[src/hw/rtl/inet_csum_pkg.sv]
// ----------------------------------------------------------------------------
// inet_csum_pkg
// Types, constants and the ones'-complement adder for the checksum unit.
// ----------------------------------------------------------------------------
package inet_csum_pkg;

	localparam int WORD_W = 16;
	localparam int BYTE_W = 8;

	// item kind codes
	localparam logic KIND_BYTE = 1'b0;
	localparam logic KIND_WORD = 1'b1;

	typedef logic [WORD_W-1:0] word_t;
	typedef logic [BYTE_W-1:0] byte_t;

	typedef struct packed {
		logic  kind;
		word_t data;
		logic  seg_end;
		logic  last;
	} item_t;

	// 16-bit ones'-complement add with end-around carry
	function automatic word_t oc_add(input word_t a, input word_t b);
		logic [WORD_W:0] s;
		logic [WORD_W:0] f;
		s = {1'b0, a} + {1'b0, b};
		f = {1'b0, s[WORD_W-1:0]} + {{WORD_W{1'b0}}, s[WORD_W]};
		return f[WORD_W-1:0];
	endfunction

endpackage

[src/hw/rtl/inet_csum_ifs.sv]
// ----------------------------------------------------------------------------
// inet_csum_ifs
// Valid/ready channel interfaces: item input, checksum output, config write.
// ----------------------------------------------------------------------------
interface inet_csum_in_if;
	import inet_csum_pkg::*;
	logic  valid;
	logic  ready;
	logic  kind;
	word_t data;
	logic  seg_end;
	logic  last;

	modport source (output valid, kind, data, seg_end, last, input ready);
	modport sink (input valid, kind, data, seg_end, last, output ready);
endinterface

interface inet_csum_out_if;
	import inet_csum_pkg::*;
	logic  valid;
	logic  ready;
	word_t checksum;

	modport source (output valid, checksum, input ready);
	modport sink (input valid, checksum, output ready);
endinterface

interface inet_csum_cfg_if;
	logic valid;
	logic ready;
	logic add_length;

	modport source (output valid, add_length, input ready);
	modport sink (input valid, add_length, output ready);
endinterface

[src/hw/rtl/inet_csum_in_stage.sv]
// ----------------------------------------------------------------------------
// inet_csum_in_stage
// Input register stage; holds one item beat until the accumulator takes it.
// ----------------------------------------------------------------------------
module inet_csum_in_stage (
	input  logic                 clk,
	input  logic                 arst_n,
	input  logic                 in_valid,
	output logic                 in_ready,
	input  inet_csum_pkg::item_t in_item,
	input  logic                 take,
	output logic                 valid_s1,
	output inet_csum_pkg::item_t item_s1
);
	import inet_csum_pkg::*;

	assign in_ready = !valid_s1 || take;

	always_ff @(posedge clk or negedge arst_n) begin
		if (!arst_n) begin
			valid_s1 <= 1'b0;
		end else if (in_ready) begin
			valid_s1 <= in_valid;
		end
	end

	always_ff @(posedge clk) begin
		if (in_valid && in_ready) begin
			item_s1 <= in_item;
		end
	end

endmodule

[src/hw/rtl/inet_csum_acc.sv]
// ----------------------------------------------------------------------------
// inet_csum_acc
// Byte pairing, ones'-complement sum and length count, result register.
// ----------------------------------------------------------------------------
module inet_csum_acc (
	input  logic                 clk,
	input  logic                 arst_n,
	input  logic                 valid_s1,
	input  inet_csum_pkg::item_t item_s1,
	output logic                 take,
	input  logic                 add_length,
	output logic                 res_valid,
	input  logic                 res_ready,
	output inet_csum_pkg::word_t res_checksum
);
	import inet_csum_pkg::*;

	word_t sum_q;
	word_t len_q;
	byte_t pbyte_q;
	logic  have_q;
	logic  res_valid_q;
	word_t checksum_q;

	word_t sum_a, sum_b, len_n, fin;
	byte_t pbyte_a;
	logic  pend_a;
	byte_t in_byte;

	// a last beat needs a free result slot; other beats never wait
	assign take = valid_s1 && (!item_s1.last || !res_valid_q || res_ready);
	assign in_byte = item_s1.data[BYTE_W-1:0];

	always_comb begin
		sum_a   = sum_q;
		pend_a  = have_q;
		pbyte_a = pbyte_q;
		len_n   = len_q;
		case (item_s1.kind)
			KIND_WORD: begin
				sum_a = oc_add(sum_q, item_s1.data);
			end
			KIND_BYTE: begin
				len_n = oc_add(len_q, word_t'(1));
				if (have_q) begin
					sum_a  = oc_add(sum_q, {pbyte_q, in_byte});
					pend_a = 1'b0;
				end else begin
					pend_a  = 1'b1;
					pbyte_a = in_byte;
				end
			end
			default: begin
				sum_a = sum_q;
			end
		endcase

		// segment close pads the odd byte as the high byte
		sum_b = sum_a;
		if ((item_s1.seg_end || item_s1.last) && pend_a) begin
			sum_b = oc_add(sum_a, {pbyte_a, {BYTE_W{1'b0}}});
		end

		fin = add_length ? oc_add(sum_b, len_n) : sum_b;
	end

	always_ff @(posedge clk or negedge arst_n) begin
		if (!arst_n) begin
			sum_q   <= '0;
			len_q   <= '0;
			pbyte_q <= '0;
			have_q  <= 1'b0;
		end else if (take) begin
			if (item_s1.last) begin
				sum_q   <= '0;
				len_q   <= '0;
				pbyte_q <= '0;
				have_q  <= 1'b0;
			end else begin
				sum_q   <= sum_b;
				len_q   <= len_n;
				pbyte_q <= pbyte_a;
				have_q  <= pend_a && !item_s1.seg_end;
			end
		end
	end

	always_ff @(posedge clk or negedge arst_n) begin
		if (!arst_n) begin
			res_valid_q <= 1'b0;
		end else begin
			if (res_ready) begin
				res_valid_q <= 1'b0;
			end
			if (take && item_s1.last) begin
				res_valid_q <= 1'b1;
			end
		end
	end

	always_ff @(posedge clk) begin
		if (take && item_s1.last) begin
			checksum_q <= ~fin;
		end
	end

	assign res_valid    = res_valid_q;
	assign res_checksum = checksum_q;

endmodule

[src/hw/rtl/internet_checksum_pseudo_header_unit.sv]
// ----------------------------------------------------------------------------
// internet_checksum_pseudo_header_unit
// Streaming Internet checksum with pseudo-header words and length add.
// ----------------------------------------------------------------------------
// Usage:
//   item   : one beat per data byte (kind 0, byte in data[7:0]) or per
//            16-bit pseudo-header word (kind 1). seg_end pads an odd byte
//            as the high byte; last closes the message and yields a result.
//   result : one beat per message carrying the complemented 16-bit sum.
//   cfg    : add_length write; always ready, write only while idle.
//            Sampled when the last beat is summed.
// Path: a last beat is held in the input register, is summed when the
//   accumulator takes it, and its checksum then waits in the result
//   register until result takes it.
// Throughput: one beat per cycle unless a last beat waits for the slot;
//   the sum feedback loop is a chain of up to two 16-bit end-around-carry
//   adds, the path into the result register three, all combinational.
// Stall: while a checksum waits for result.ready, non-last beats keep
//   flowing; a last beat waits in the input register until the slot frees.
// Reset: arst_n clears sum, pending byte, byte count, add_length and both
//   valid flags; item.ready is high from the first cycle after reset.
// ----------------------------------------------------------------------------
module internet_checksum_pseudo_header_unit (
	input logic             clk,
	input logic             arst_n,
	inet_csum_cfg_if.sink   cfg,
	inet_csum_in_if.sink    item,
	inet_csum_out_if.source result
);
	import inet_csum_pkg::*;

	logic  add_length_q;
	logic  valid_s1;
	item_t item_s1;
	item_t in_item;
	logic  take;

	// config register; single-bit, no handshake back-pressure
	assign cfg.ready = 1'b1;

	always_ff @(posedge clk or negedge arst_n) begin
		if (!arst_n) begin
			add_length_q <= 1'b0;
		end else if (cfg.valid) begin
			add_length_q <= cfg.add_length;
		end
	end

	// pack the input beat
	assign in_item = '{kind: item.kind, data: item.data,
		seg_end: item.seg_end, last: item.last};

	inet_csum_in_stage u_in_stage (
		.clk      (clk),
		.arst_n   (arst_n),
		.in_valid (item.valid),
		.in_ready (item.ready),
		.in_item  (in_item),
		.take     (take),
		.valid_s1 (valid_s1),
		.item_s1  (item_s1)
	);

	// sum, pairing and the output register
	inet_csum_acc u_acc (
		.clk          (clk),
		.arst_n       (arst_n),
		.valid_s1     (valid_s1),
		.item_s1      (item_s1),
		.take         (take),
		.add_length   (add_length_q),
		.res_valid    (result.valid),
		.res_ready    (result.ready),
		.res_checksum (result.checksum)
	);

endmodule

[src/flat_wrapper.sv]
// flat-port wrapper written by rule: the top's interface ports become plain ports
module internet_checksum_pseudo_header_unit_flat import inet_csum_pkg::*;
  (clk, arst_n, cfg_valid, cfg_add_length, cfg_ready, item_valid, item_kind, item_data, item_seg_end, item_last, item_ready, result_valid, result_checksum, result_ready);
  inet_csum_cfg_if cfg_i ();
  inet_csum_in_if item_i ();
  inet_csum_out_if result_i ();
  input logic clk;
  input logic arst_n;
  input wire logic [$bits(cfg_i.valid)-1:0] cfg_valid;
  input wire logic [$bits(cfg_i.add_length)-1:0] cfg_add_length;
  output wire logic [$bits(cfg_i.ready)-1:0] cfg_ready;
  input wire logic [$bits(item_i.valid)-1:0] item_valid;
  input wire logic [$bits(item_i.kind)-1:0] item_kind;
  input wire logic [$bits(item_i.data)-1:0] item_data;
  input wire logic [$bits(item_i.seg_end)-1:0] item_seg_end;
  input wire logic [$bits(item_i.last)-1:0] item_last;
  output wire logic [$bits(item_i.ready)-1:0] item_ready;
  output wire logic [$bits(result_i.valid)-1:0] result_valid;
  output wire logic [$bits(result_i.checksum)-1:0] result_checksum;
  input wire logic [$bits(result_i.ready)-1:0] result_ready;
  assign cfg_i.valid = cfg_valid;
  assign cfg_i.add_length = cfg_add_length;
  assign cfg_ready = cfg_i.ready;
  assign item_i.valid = item_valid;
  assign item_i.kind = item_kind;
  assign item_i.data = item_data;
  assign item_i.seg_end = item_seg_end;
  assign item_i.last = item_last;
  assign item_ready = item_i.ready;
  assign result_valid = result_i.valid;
  assign result_checksum = result_i.checksum;
  assign result_i.ready = result_ready;
  internet_checksum_pseudo_header_unit u_core (.clk(clk), .arst_n(arst_n), .cfg(cfg_i), .item(item_i), .result(result_i));
endmodule
[config.mk]
export PLATFORM = sky130hd
export DESIGN_NAME = internet_checksum_pseudo_header_unit_flat
export DESIGN_NICKNAME = d
export VERILOG_FILES = /design/src/hw/rtl/inet_csum_pkg.sv /design/src/hw/rtl/inet_csum_ifs.sv /design/src/hw/rtl/inet_csum_in_stage.sv /design/src/hw/rtl/inet_csum_acc.sv /design/src/hw/rtl/internet_checksum_pseudo_header_unit.sv /design/src/flat_wrapper.sv
export SDC_FILE = /design/constraint.sdc
export NUM_CORES = 1
export LEC_CHECK = 0
export ABC_AREA = 1
export ABC_CLOCK_PERIOD_IN_PS = 15500
export CORE_UTILIZATION = 60
export CTS_CLUSTER_DIAMETER = 200
export DETAILED_ROUTE_END_ITERATION = 6
export DONT_BUFFER_PORTS = 1
export PLACE_DENSITY = 0.76
export SKIP_CTS_REPAIR_TIMING = 1
export SLEW_MARGIN = 20
export SYNTH_ARGS = -nofsm -noshare
export SYNTH_HDL_FRONTEND = slang
export SYNTH_HIERARCHICAL = 1
export SYNTH_SLANG_ARGS = --single-unit
[constraint.sdc]
create_clock -name clk -period 15.5 [get_ports clk]
set_clock_uncertainty 0.1 [all_clocks]
set_input_delay 3.1 -clock clk [delete_from_list [all_inputs] [get_ports clk]]
set_output_delay 3.1 -clock clk [all_outputs]
set_load 0.05 [all_outputs]
==> summary.txt, run 1 <==
Global route
  • Overflow left after global routing: 0
  • Vias in the first global route: 7305
  • Largest net degree at the start of global routing: 45
  • Total GRT Usage: 0.352
  • First-pass GRT wire length: 38000 um
  • Initial antenna violation count: 0

Placement
  • Placed cell area: 8260 um^2
  • DP Worst Slack: 5.86 ns
  • GPL Wtd Cong: 0.974
  • Hpwl dp: 18500 um
  • Port Buffers: 0

Route
  • Initial DRC Count: 793
  • Final WL: 23200 um
  • Post-route ant nets: 0
  • Post-DR vias/cell: 5.76
  • WL/cell: 16.7 um
  • First-pass DRT Iterations: 6
  • # DRC: 0
  • Via count: 7987

Worst setup path
  • Most used cell along the critical path: nand2_1
  • Crit path max-delay family: simple AND/OR/NAND/NOR gates
  • Max incr delay on CP: 0.47 ns
  • FF-to-FF setup slack: 5.60 ns
  • Total stage count of the critical path: 62
  • CP Max Fanout: 8
  • Worst Setup SP: u_core/u_in_stage/item_s1[2]
  • Slowest cell on crit path: fa_1
  • Critical path arrival: 9.90 ns
  • Critical path endpoint category: register
  • Crit path launch type: register
  • Setup CP Type: reg2reg
  • Worst r2r src: u_core/u_in_stage/item_s1[2]
  • CP Data Required Time: 15.51 ns
  • RR Endpoint: u_core/u_acc/res_checksum[12]
  • Worst r2r path cells: 62
  • Worst path bufs/invs: 6

STA
  • Actual slew at the worst max-slew pin: 1.03 ns
  • Setup violations, final: 0
  • Hold Vio Cnt, Final: 0
  • Rel. slew slack: 0.311
  • RSZ-0062 raised after global routing: no
  • Final worst setup slack: 5.60 ns
  • TNS Setup: 0 ns
  • Final Max Tran Viols: 0
  • Final Critical Period: 9.90 ns
  • Period utilization: 0.638
  • Fmax achieved: 101 MHz

Run
  • Max Cap Viol: 0

Hold path
  • Min-Delay Path Class: reg2reg
  • Hold Crit Endpoint: u_core/u_acc/have_q
  • Origin of the worst min-delay path: u_core/u_in_stage/item_s1[1]
  • Hold depth: 1

Status
  • Outcome: finished, final reports clean

Clock network
  • CTS Buf Count: 9
  • CTS tree: done
  • Clock buffer depth: 2
  • Root Buffer: clkbuf_16
  • Clock-pin slew on the worst setup and hold paths: 0.06 ns
  • Clock tree sinks: 79
  • H-tree depth: 3
  • Clock Latency Late Sink: 0.35 ns

Cells and area
  • Final core occ: 0.647
  • Commonest non-fill, non-tap cell in the layout: nand2_1
  • Nets@finish: 1293
  • Share of cells above drive strength 1: 0.0685
  • # diodes: 0
  • Fill cell count: 1217
  • Cell area after layout: 8530 um^2
  • Most frequent cells in the layout: 339 x nand2_1, 178 x inv_1, 108 x nand3_1
  • P&R area growth vs syn: 5.58%

Power
  • Comb power frac: 0.640
  • Maximum vdd ir drop: 0.0973 mV
  • NetSw: 828 uW
  • Internal power: 691 uW
  • Sw Share: 0.545
  • Pleak: 0.00433 uW
  • Pwr Density: 178 nW/um^2
  • Seq pwr share: 0.229
  • Design Power: 1520 uW
  • Clock share of power: 0.131

Floorplan
  • IO Count: 44
  • Die Ht: 118 um
  • Core footprint: 13200 um^2
  • Area of the die: 13900 um^2
  • Rows: 42
  • Initial core utilization: 0.612
  • Die width: 118 um

Synthesis
  • YS warnings: 6
  • EDFF count, synth: 35
  • Synth cell types: 52
  • Synthesized area: 8080 um^2
  • Async set or reset register ratio after synthesis: 0.557
  • Syn nets: 1299
  • Syn Area/Cell: 6.66 um^2
  • Ys flop type: dfrtp_1
  • Post-synthesis cell count: 1212
  • Yosys reg bits: 79
  • Seq/Total Area, Yosys: 0.266
per-layer routing:
| layer | vias up | share of wire | routed length (um) | GRT usage |
|---|---|---|---|---|
| li1 | 3956 | - | - | - |
| met1 | 3637 | 0.47 | 11000 | 0.515 |
| met2 | 350 | 0.39 | 9020 | 0.478 |
| met3 | 44 | 0.11 | 2510 | 0.119 |
| met4 | 0 | 0.027 | 629 | 0.121 |
| met5 | - | 0 | 0 | 0 |
per-stage QoR:
| step | instances | hold WS, ns |
|---|---|---|
| final | 1387 | 0.376 |
| after global routing | 1387 | 0.422 |
| after CTS | 1387 | 0.378 |
| after detailed placement | 1371 | 0.367 |
| after global placement | 1371 | 0.364 |
| after floorplan | 1212 | 0.340 |
area by class of cell:
class / instances / area (um^2) / share of cell area
multi-input cells: 928 / 5170 / 0.606
clock inverters: 6 / 35.0 / 0.00411
flip-flops and latches: 79 / 2150 / 0.252
repair buffers: 4 / 30.0 / 0.00352
well taps: 176 / 220 / 0.0258
clock buffers: 10 / 229 / 0.0268
inverters: 184 / 691 / 0.0810
power by group through the flow:
stage	sequential, uW	clock (uW)	combinational [uW]
after floorplan	331	0	733
after global placement	350	0	936
final	348	199	973
after detailed placement	350	0	940
after CTS	346	203	946
after global routing	351	208	1100
how the worst max path moves through the flow:
stage / to / slack (ns)
after global routing: u_core/u_acc/res_checksum[12] / 4.59
final: u_core/u_acc/res_checksum[12] / 5.60
after global placement: u_core/u_acc/res_checksum[12] / 6.21
after floorplan: u_core/u_acc/res_checksum[12] / 7.22
after CTS: u_core/u_acc/res_checksum[12] / 5.80
after detailed placement: u_core/u_acc/res_checksum[12] / 5.86
logic make-up after synthesis:
family,share of synthesized area
DFF,0.266
buffers and inverters,0.0965
and+or+nand+nor,0.357
AOI/OAI and AO/OA,0.123
other,0.000464
adders and majority gates,0.0988
xor gates and xnor gates,0.0582
flip-flops by register name, summed over array words and instances, names as in the netlist:
| register | count |
|---|---|
| u_core/u_acc/res_valid | 1 |
| u_core/u_acc/len_q | 16 |
| u_core/u_in_stage/item_s1 | 19 |
| u_core/u_acc/pbyte_q | 8 |
| u_core/u_acc/sum_q | 16 |
| u_core/u_acc/res_checksum | 16 |
| u_core/add_length_q | 1 |
| u_core/u_in_stage/valid_s1 | 1 |
| u_core/u_acc/have_q | 1 |
worst reg2reg max path: cells and delay by family, from the launching register on:
kind,cells,cell delay (ns)
compound gates,10,1.74
flops,1,0.38
simple gates,36,4.37
fa+ha+maj,10,2.67
buf+inv,6,0.39
cell usage after synthesis, types with 6 or more instances:
library cell  instances  area, um^2
nand2_1             339        1270
inv_1               178         668
nand3_1             108         541
nor2_1               83         312
o21ai_0              73         365
ha_1                 59         738
a21oi_1              54         270
dfrtp_1              44        1100
xor2_1               37         324
edfxtp_1             35        1050
nand4_1              26         163
or2_2                17         106
clkbuf_1             13        48.8
o22ai_1              13        81.3
xnor2_1              13         114
nand2_2              11        68.8
nand3b_1              8        60.1
nor3_1                7        35.0
a31oi_1               6        37.5
nor2_2                6        37.5
nor2_4                6        67.6
o21ai_1               6        30.0
Power figures use the tool's default switching activity.
==> run 2: changes to the inputs <==
--- a/config.mk
+++ b/config.mk
@@ -5,13 +5,13 @@
 export SDC_FILE = /design/constraint.sdc
 export NUM_CORES = 1
 export LEC_CHECK = 0
-export ABC_AREA = 1
-export ABC_CLOCK_PERIOD_IN_PS = 15500
+export ABC_AREA = 0
+export ABC_CLOCK_PERIOD_IN_PS = 8200
 export CORE_UTILIZATION = 60
 export CTS_CLUSTER_DIAMETER = 200
 export DETAILED_ROUTE_END_ITERATION = 6
 export DONT_BUFFER_PORTS = 1
-export PLACE_DENSITY = 0.76
+export PLACE_DENSITY = 0.79
 export SKIP_CTS_REPAIR_TIMING = 1
 export SLEW_MARGIN = 20
 export SYNTH_ARGS = -nofsm -noshare
==> constraint.sdc (replaced) <==
create_clock -name clk -period 8.2 [get_ports clk]
set_clock_uncertainty 0.1 [all_clocks]
set_input_delay 1.64 -clock clk [delete_from_list [all_inputs] [get_ports clk]]
set_output_delay 1.64 -clock clk [all_outputs]
set_load 0.05 [all_outputs]
==> run 2 against run 1 <==
Compared with the run above: the flow now finishes with violations (DRC, setup timing); sequential power grew 91%; largest cell class unchanged; critical path type unchanged; area after synthesis shrank 0.48%; worst hold slack gained 0.025 ns; fmax shrank 0.81%; sequential share of layout area shrank 5.1 points; via count grew 14%; sequential cell count is the same; die area shrank 0.47%; global-route usage grew 3.8 points; clock-buffer cell count grew 2.
==> summary.txt, run 2 <==
Cells and area
  • Most frequent cells in the layout: 249 x buf_4, 99 x nand2_1, 57 x nor2_1
  • Multi-input gate area: 6050 um^2 (+17%)
  • Largest register FFs: 19 (unchanged)
  • # diodes: 0 (unchanged)
  • Register area: 2150 um^2 (unchanged)
  • P&R area growth vs syn: 33.0%
  • Nets@finish: 1250 (-3.3%)
  • Commonest non-fill, non-tap cell in the layout: buf_4
  • Fill cell count: 709 (-42%)
  • Share of cells above drive strength 1: 0.319 (+0.251)
  • Biggest register: u_core/u_in_stage/item_s1

Clock network
  • H-tree depth: 3 (unchanged)
  • CTS Buf Count: 9 (unchanged)
  • CTS tree: done
  • Clock-pin slew on the worst setup and hold paths: 0.06 ns (about the same)
  • Clock buffer depth: 2 (unchanged)
  • Root Buffer: clkbuf_16
  • Clock Latency Late Sink: 0.36 ns (about the same)
  • Clock tree sinks: 79 (unchanged)

STA
  • Fmax achieved: 100 MHz (-0.81%)
  • Actual slew at the worst max-slew pin: 0.981 ns (-0.0514 ns)
  • Final Critical Period: 9.98 ns (+0.0809 ns)
  • Period utilization: 1.22 (+0.578)
  • Final Max Tran Viols: 0 (unchanged)
  • Hold Vio Cnt, Final: 0 (unchanged)
  • Rel. slew slack: 0.345 (+0.0336)
  • Final worst setup slack: -1.78 ns (-7.38 ns)
  • Setup violations, final: 16 (+16)
  • TNS Setup: -19.35 ns (-19.35 ns)
  • RSZ-0062 raised after global routing: yes
  • Worst hold slack: 0.401 ns (+0.0250 ns)

Global route
  • Met1 Track Usage GR: 0.515 (about the same)
  • Total GRT Usage: 0.390 (+0.0376)
  • Busiest grt layer: met2
  • Met3 usage: 0.0698 (-0.0494)
  • First-pass GRT wire length: 42600 um (+12%)
  • Met2 usage: 0.608 (+0.131)
  • Overflow left after global routing: 0 (unchanged)
  • Initial antenna violation count: 0 (unchanged)
  • Largest net degree at the start of global routing: 45 (unchanged)
  • Vias in the first global route: 8285 (+13%)

Power
  • Pleak: 0.00476 uW (+9.8%)
  • Pwr Density: 387 nW/um^2 (+120%)
  • Maximum vdd ir drop: 0.223 mV (+130%)

Synthesis
  • Syn Area/Cell: 8.49 um^2 (+27%)
  • Seq/Total Area, Yosys: 0.268 (+0.00129)
  • Dominant cell by count in the synthesized netlist: nand2_1
  • Synthesized area: 8040 um^2 (-0.48%)
  • Ys flop type: dfrtp_1
  • Async set or reset register ratio after synthesis: 0.557 (unchanged)
  • Yosys top cell by area: dfrtp_1
  • Share of the synthesized area in the top cell type: 0.137 (-0.0206)
  • Commonest cells in the netlist: 103 x nand2_1, 59 x ha_1, 58 x nor2_1
  • YS warnings: 6 (unchanged)
  • Syn nets: 1034 (-20%)
  • Synth cell types: 86 (+65%)
  • Post-synthesis cell count: 947 (-22%)
  • Yosys reg bits: 79 (unchanged)
  • EDFF count, synth: 35 (unchanged)
  • Top cells by area, synth: dfrtp_1 14%, edfxtp_1 13%, ha_1 9.2%

Hold path
  • Hold depth: 2 (+1)
  • Min-Delay Path Class: reg2reg

Worst setup path
  • CP Data Required Time: 8.21 ns (-7.30 ns)
  • Total stage count of the critical path: 50 (-19%)
  • Crit path max-delay family: simple AND/OR/NAND/NOR gates
  • RR Endpoint: u_core/u_acc/res_checksum[15]
  • Most used cell along the critical path: ha_4
  • Crit path launch type: register
  • Worst path bufs/invs: 3 (-3)
  • Setup crit end: u_core/u_acc/res_checksum[15]
  • CP Max Fanout: 4 (-4)
  • Critical path arrival: 9.98 ns (+0.08 ns)
  • Max incr delay on CP: 0.44 ns (-0.03 ns)
  • Worst Setup SP: u_core/u_in_stage/item_s1[2]
  • Worst r2r path cells: 50 (-19%)
  • Critical path endpoint category: register
  • Worst r2r src: u_core/u_in_stage/item_s1[2]
  • Setup CP Type: reg2reg
  • FF-to-FF setup slack: -1.78 ns (-7.38 ns)
  • Slowest cell on crit path: or4_4

Route
  • First-pass DRT Iterations: 7 (+1)
  • # DRC: 11 (+11)
  • Post-route ant nets: 0 (unchanged)
  • Via count: 9110 (+14%)
  • Post-DR vias/cell: 6.80 (+18%)
  • Final WL: 29800 um (+29%)
  • WL/cell: 22.3 um (+33%)
  • Initial DRC Count: 1228 (+55%)

Floorplan
  • Rows: 41 (-2.4%)
  • Die Ht: 118 um (-0.24%)
  • Die width: 118 um (-0.24%)
  • Area of the die: 13900 um^2 (-0.47%)
  • IO Count: 44 (unchanged)
  • Initial core utilization: 0.627 (+0.0144)
  • Core footprint: 12800 um^2 (-2.8%)

Run
  • Max Cap Viol: 0 (unchanged)

Status
  • Outcome: finished, violations left
  • Failing checks: DRC, setup timing

Placement
  • GPL Wtd Cong: 1.01 (+3.2%)
  • Port Buffers: 0 (unchanged)
  • DP Worst Slack: -1.46 ns (-7.33 ns)
  • Hpwl dp: 19800 um (+7.5%)
==> run 2: worst min-delay path by stage <==
stage | startpoint | slack [ns] | end
6_report | u_core/u_acc/pbyte_q[5] | 0.40 | u_core/u_acc/pbyte_q[5]
5_1_grt | u_core/u_acc/pbyte_q[5] | 0.42 | u_core/u_acc/pbyte_q[5]
4_1_cts | u_core/u_acc/pbyte_q[5] | 0.40 | u_core/u_acc/pbyte_q[5]
3_5_place_dp | u_core/u_acc/pbyte_q[5] | 0.39 | u_core/u_acc/pbyte_q[5]
3_3_place_gp | u_core/u_acc/pbyte_q[6] | 0.39 | u_core/u_acc/pbyte_q[6]
2_1_floorplan | u_core/u_acc/pbyte_q[0] | 0.36 | u_core/u_acc/pbyte_q[0]
==> run 2: power breakdown <==
part,switching [uW],internal [uW]
sequential,151,513
combinational,1640,1440
clock,173,224
total,1960,2180
==> run 2: metal layers <==
layer	share of wire	wire, um
met5	0	0
met4	0.064	1900
met3	0.12	3440
met2	0.44	13100
met1	0.38	11400
==> run 2: layout make-up <==
| cell class | instances | share of cell area |
|---|---|---|
| timing repair buffer | 250 | 0.176 |
| tap | 172 | 0.0201 |
| sequential | 79 | 0.201 |
| clock inverter | 4 | 0.00281 |
| clock buffer | 12 | 0.0241 |
| inverter | 29 | 0.0102 |
| multi-input combinational | 794 | 0.566 |
==> run 2: logic make-up (layout without fill, tap and decap cells) <==
group                      Yosys count  after routing  share of synthesized area
muxes                               31             31                     0.0412
AOI/OAI and AO/OA                  254            254                      0.224
DFF                                 79             79                      0.268
and+or+nand+nor                    364            364                      0.239
buffers and inverters               74            295                     0.0369
other                                1              1                   0.000466
xor gates and xnor gates            82             82                     0.0911
adders and majority gates           62             62                     0.0993
==> run 2: through the flow <==
step                      utilization  instances  power [uW]  area [um^2]
after global placement          0.775       1309        3300         9940
after global routing            0.834       1340        4340        10700
after detailed placement        0.775       1309        3350         9940
after CTS                       0.798       1325        3800        10200
final                           0.834       1340        4140        10700
after floorplan                     -        947        2170         8170
==> run 2: worst min-delay path: stages, from the launching register on <==
cell     delay (ns)
dfrtp_1        0.37
nand2_1        0.06
nand2_1        0.05
==> run 3: changes to the inputs <==
--- a/config.mk
+++ b/config.mk
@@ -7,14 +7,16 @@
 export LEC_CHECK = 0
 export ABC_AREA = 0
 export ABC_CLOCK_PERIOD_IN_PS = 8200
-export CORE_UTILIZATION = 60
+export CELL_PAD_IN_SITES_DETAIL_PLACEMENT = 1
+export CELL_PAD_IN_SITES_GLOBAL_PLACEMENT = 1
+export CORE_UTILIZATION = 46
 export CTS_CLUSTER_DIAMETER = 200
 export DETAILED_ROUTE_END_ITERATION = 6
 export DONT_BUFFER_PORTS = 1
-export PLACE_DENSITY = 0.79
+export PLACE_DENSITY_LB_ADDON = 0.1
+export RECOVER_POWER = 100
 export SKIP_CTS_REPAIR_TIMING = 1
 export SLEW_MARGIN = 20
 export SYNTH_ARGS = -nofsm -noshare
 export SYNTH_HDL_FRONTEND = slang
-export SYNTH_HIERARCHICAL = 1
 export SYNTH_SLANG_ARGS = --single-unit
==> run 3 against run 2 <==
Compared with the run above: largest cell class unchanged; first-iteration DRC count fell by 47%; the flow finishes with violations (capacitance limit, slew limit, setup timing); core utilization fell by 19 points; clock power rose by 5.8%; sequential cell count did not move; die area rose by 30%; non-clock buffer count rose by 22; worst hold slack improved by 0.039 ns; worst setup slack got worse by 0.080 ns.
==> summary.txt, run 3 <==
Global route
  • Met2 usage: 0.638 (+0.0301)
  • Vias in the first global route: 9091 (+9.7%)
  • Largest net degree at the start of global routing: 47 (+4.4%)
  • Total GRT Usage: 0.374 (-0.0153)
  • First-pass GRT wire length: 51100 um (+20%)
  • Initial antenna violation count: 2 (+2)
  • Met3 usage: 0.0612 (-0.00854)
  • Overflow left after global routing: 0 (unchanged)
  • Met1 Track Usage GR: 0.479 (-0.0362)
  • Busiest grt layer: met2

Route
  • Post-route ant nets: 0 (unchanged)
  • # DRC: 0 (-11)
  • First-pass DRT Iterations: 5 (-2)
  • WL/cell: 26.7 um (+20%)
  • Initial DRC Count: 650 (-47%)
  • Post-DR vias/cell: 6.49 (-4.5%)
  • Via count: 9046 (-0.70%)
  • Final WL: 37200 um (+25%)

Synthesis
  • Seq/Total Area, Yosys: 0.267 (-0.000541)
  • Yosys reg bits: 79 (unchanged)
  • Async set or reset register ratio after synthesis: 0.557 (unchanged)
  • YS warnings: 0 (-6)
  • Syn Area/Cell: 8.73 um^2 (+2.8%)
  • Synthesized area: 8060 um^2 (+0.20%)
  • Ys flop type: dfrtp_1
  • Commonest cells in the netlist: 89 x nand2_1, 59 x ha_1, 54 x nor2_1
  • Top cells by area, synth: dfrtp_1 14%, edfxtp_1 13%, ha_1 9.2%
  • EDFF count, synth: 35 (unchanged)
  • Synth cell types: 99 (+15%)
  • Share of the synthesized area in the top cell type: 0.137 (-0.000277)
  • Post-synthesis cell count: 923 (-2.5%)
  • Yosys top cell by area: dfrtp_1
  • Dominant cell by count in the synthesized netlist: nand2_1
  • Syn nets: 1010 (-2.3%)

Placement
  • Port Buffers: 0 (unchanged)
  • GPL Wtd Cong: 0.947 (-5.8%)
  • Placed cell area: 10300 um^2 (+3.5%)
  • Hpwl dp: 26200 um (+32%)

STA
  • TNS Setup: -25.61 ns (-6.26 ns)
  • Hold Vio Cnt, Final: 0 (unchanged)
  • Rel. slew slack: -0.687 (-1.03)
  • Setup violations, final: 16 (unchanged)
  • Final worst setup slack: -1.86 ns (-0.0798 ns)
  • Final Max Tran Viols: 67 (+67)
  • RSZ-0062 raised after global routing: yes
  • Fmax achieved: 99.4 MHz (-0.79%)
  • Final Critical Period: 10.06 ns (+0.0798 ns)
  • Actual slew at the worst max-slew pin: 2.53 ns (+1.55 ns)
  • Period utilization: 1.23 (+0.00973)

Clock network
  • Root Buffer: clkbuf_16
  • H-tree depth: 3 (unchanged)
  • CTS tree: done
  • Clock buffer depth: 2 (unchanged)
  • CTS Buf Count: 9 (unchanged)
  • Clock-pin slew on the worst setup and hold paths: 0.07 ns (about the same)
  • Clock tree sinks: 79 (unchanged)
  • Clock Latency Late Sink: 0.36 ns (about the same)

Floorplan
  • IO Count: 44 (unchanged)
  • Initial core utilization: 0.469 (-0.158)
  • Core footprint: 17200 um^2 (+34%)
  • Die Ht: 134 um (+14%)
  • Rows: 48 (+17%)
  • Area of the die: 18000 um^2 (+30%)
  • Die width: 134 um (+14%)

Cells and area
  • Share of cells above drive strength 1: 0.358 (+0.0391)
  • Nets@finish: 1248 (-0.16%)
  • Most frequent cells in the layout: 267 x buf_4, 86 x nand2_1, 53 x nor2_1
  • Biggest register: u_core.u_in_stage.item_s1
  • Commonest non-fill, non-tap cell in the layout: buf_4
  • Fill cell count: 1980 (+180%)
  • Cell area after layout: 11000 um^2 (+3.3%)
  • Largest register FFs: 19 (unchanged)
  • P&R area growth vs syn: 37.1%

Hold path
  • Min-Delay Path Class: reg2reg

Worst setup path
  • Setup CP Type: reg2reg
  • Most used cell along the critical path: a21o_1
  • Critical path endpoint category: register
  • Critical path arrival: 10.06 ns (+0.08 ns)
  • CP Max Fanout: 4 (unchanged)
  • Slowest cell on crit path: or3_4
  • CP Data Required Time: 8.20 ns (about the same)
  • Max incr delay on CP: 0.43 ns (about the same)
  • Crit path launch type: register

Power
  • Maximum vdd ir drop: 0.155 mV (-31%)
  • Design Power: 3700 uW (-11%)
  • Pleak: 0.00491 uW (+3.3%)
  • Pwr Density: 335 nW/um^2 (-13%)

Status
  • Failing checks: capacitance limit, slew limit, setup timing
  • Outcome: finished, violations left

Run
  • Max Cap Viol: 2 (+2)
## run 3: cell types whose count changed in the layout (fill, tap and decap cells not counted), moves of 10 or more
cell	previous run	this run
buf_4	249	267
o211ai_1	16	4
nand2_1	99	86
a21oi_1	47	34
inv_1	27	17
## run 3: worst paths after layout
check / start / to / slack [ns] / cells after the start
worst max-delay path: u_core.u_acc.pbyte_q[0] / u_core.u_acc.res_checksum[8] / -1.86 / 52
worst min-delay path: u_core.u_acc.sum_q[12] / u_core.u_acc.sum_q[12] / 0.44 / 1
worst max register to register: u_core.u_acc.pbyte_q[0] / u_core.u_acc.res_checksum[8] / -1.86 / 52
worst min register to register: u_core.u_acc.sum_q[12] / u_core.u_acc.sum_q[12] / 0.44 / 1
max in group asynchronous: arst_n / u_core.u_acc.sum_q[15] / 7.02 / 0
min in group asynchronous: arst_n / u_core.u_acc.sum_q[0] / 0.87 / 0
## run 3: stage by stage
step                      hold slack [ns]  std cells   util  setup slack [ns]
after floorplan                     0.361        923      -            -0.600
after global placement              0.412       1361  0.599             -1.22
after detailed placement            0.425       1361  0.599             -1.57
after CTS                           0.446       1377  0.616             -1.75
after global routing                0.474       1392  0.643             -2.09
final                               0.440       1394  0.643             -1.86
## run 3: logic make-up after synthesis
logic type,share of synthesized area
adder cells (fa/ha/maj),0.0991
buffers and inverters,0.0331
other,0.000466
AND/OR/NAND/NOR,0.228
AO/OA/AOI/OAI,0.235
XOR/XNOR,0.0972
flip-flops,0.267
multiplexers,0.0393
## run 3: final cells by class
cell class / instances / area [um^2] / area share
multi-input cells: 779 / 6190 / 0.561
clock inverters: 5 / 58.8 / 0.00532
flip-flops and latches: 79 / 2150 / 0.195
inverters: 20 / 75.1 / 0.00680
well taps: 225 / 282 / 0.0255
clock buffers: 11 / 233 / 0.0211
repair buffers: 272 / 2050 / 0.185
diodes: 3 / 7.51 / 0.000680
## run 3: routing by layer
layer / share of wire / wire length (um)
met1: 0.40 / 15000
met2: 0.49 / 18300
met3: 0.064 / 2400
met4: 0.041 / 1530
met5: 0 / 0
## run 3: where the power goes
part           switching, uW  internal (uW)  leakage (uW)
Clock                    183            236      0.000136
Sequential               116            493      0.000918
Combinational           1440           1240       0.00386
## run 3: worst max-delay path, delay by kind of cell, from the launching register on
family	cells	cell delay, ns
compound gates	18	3.12
xor+xnor	2	0.33
flops	1	0.42
mux	1	0.09
buf+inv	4	0.51
fa+ha+maj	8	2.06
simple gates	19	3.16
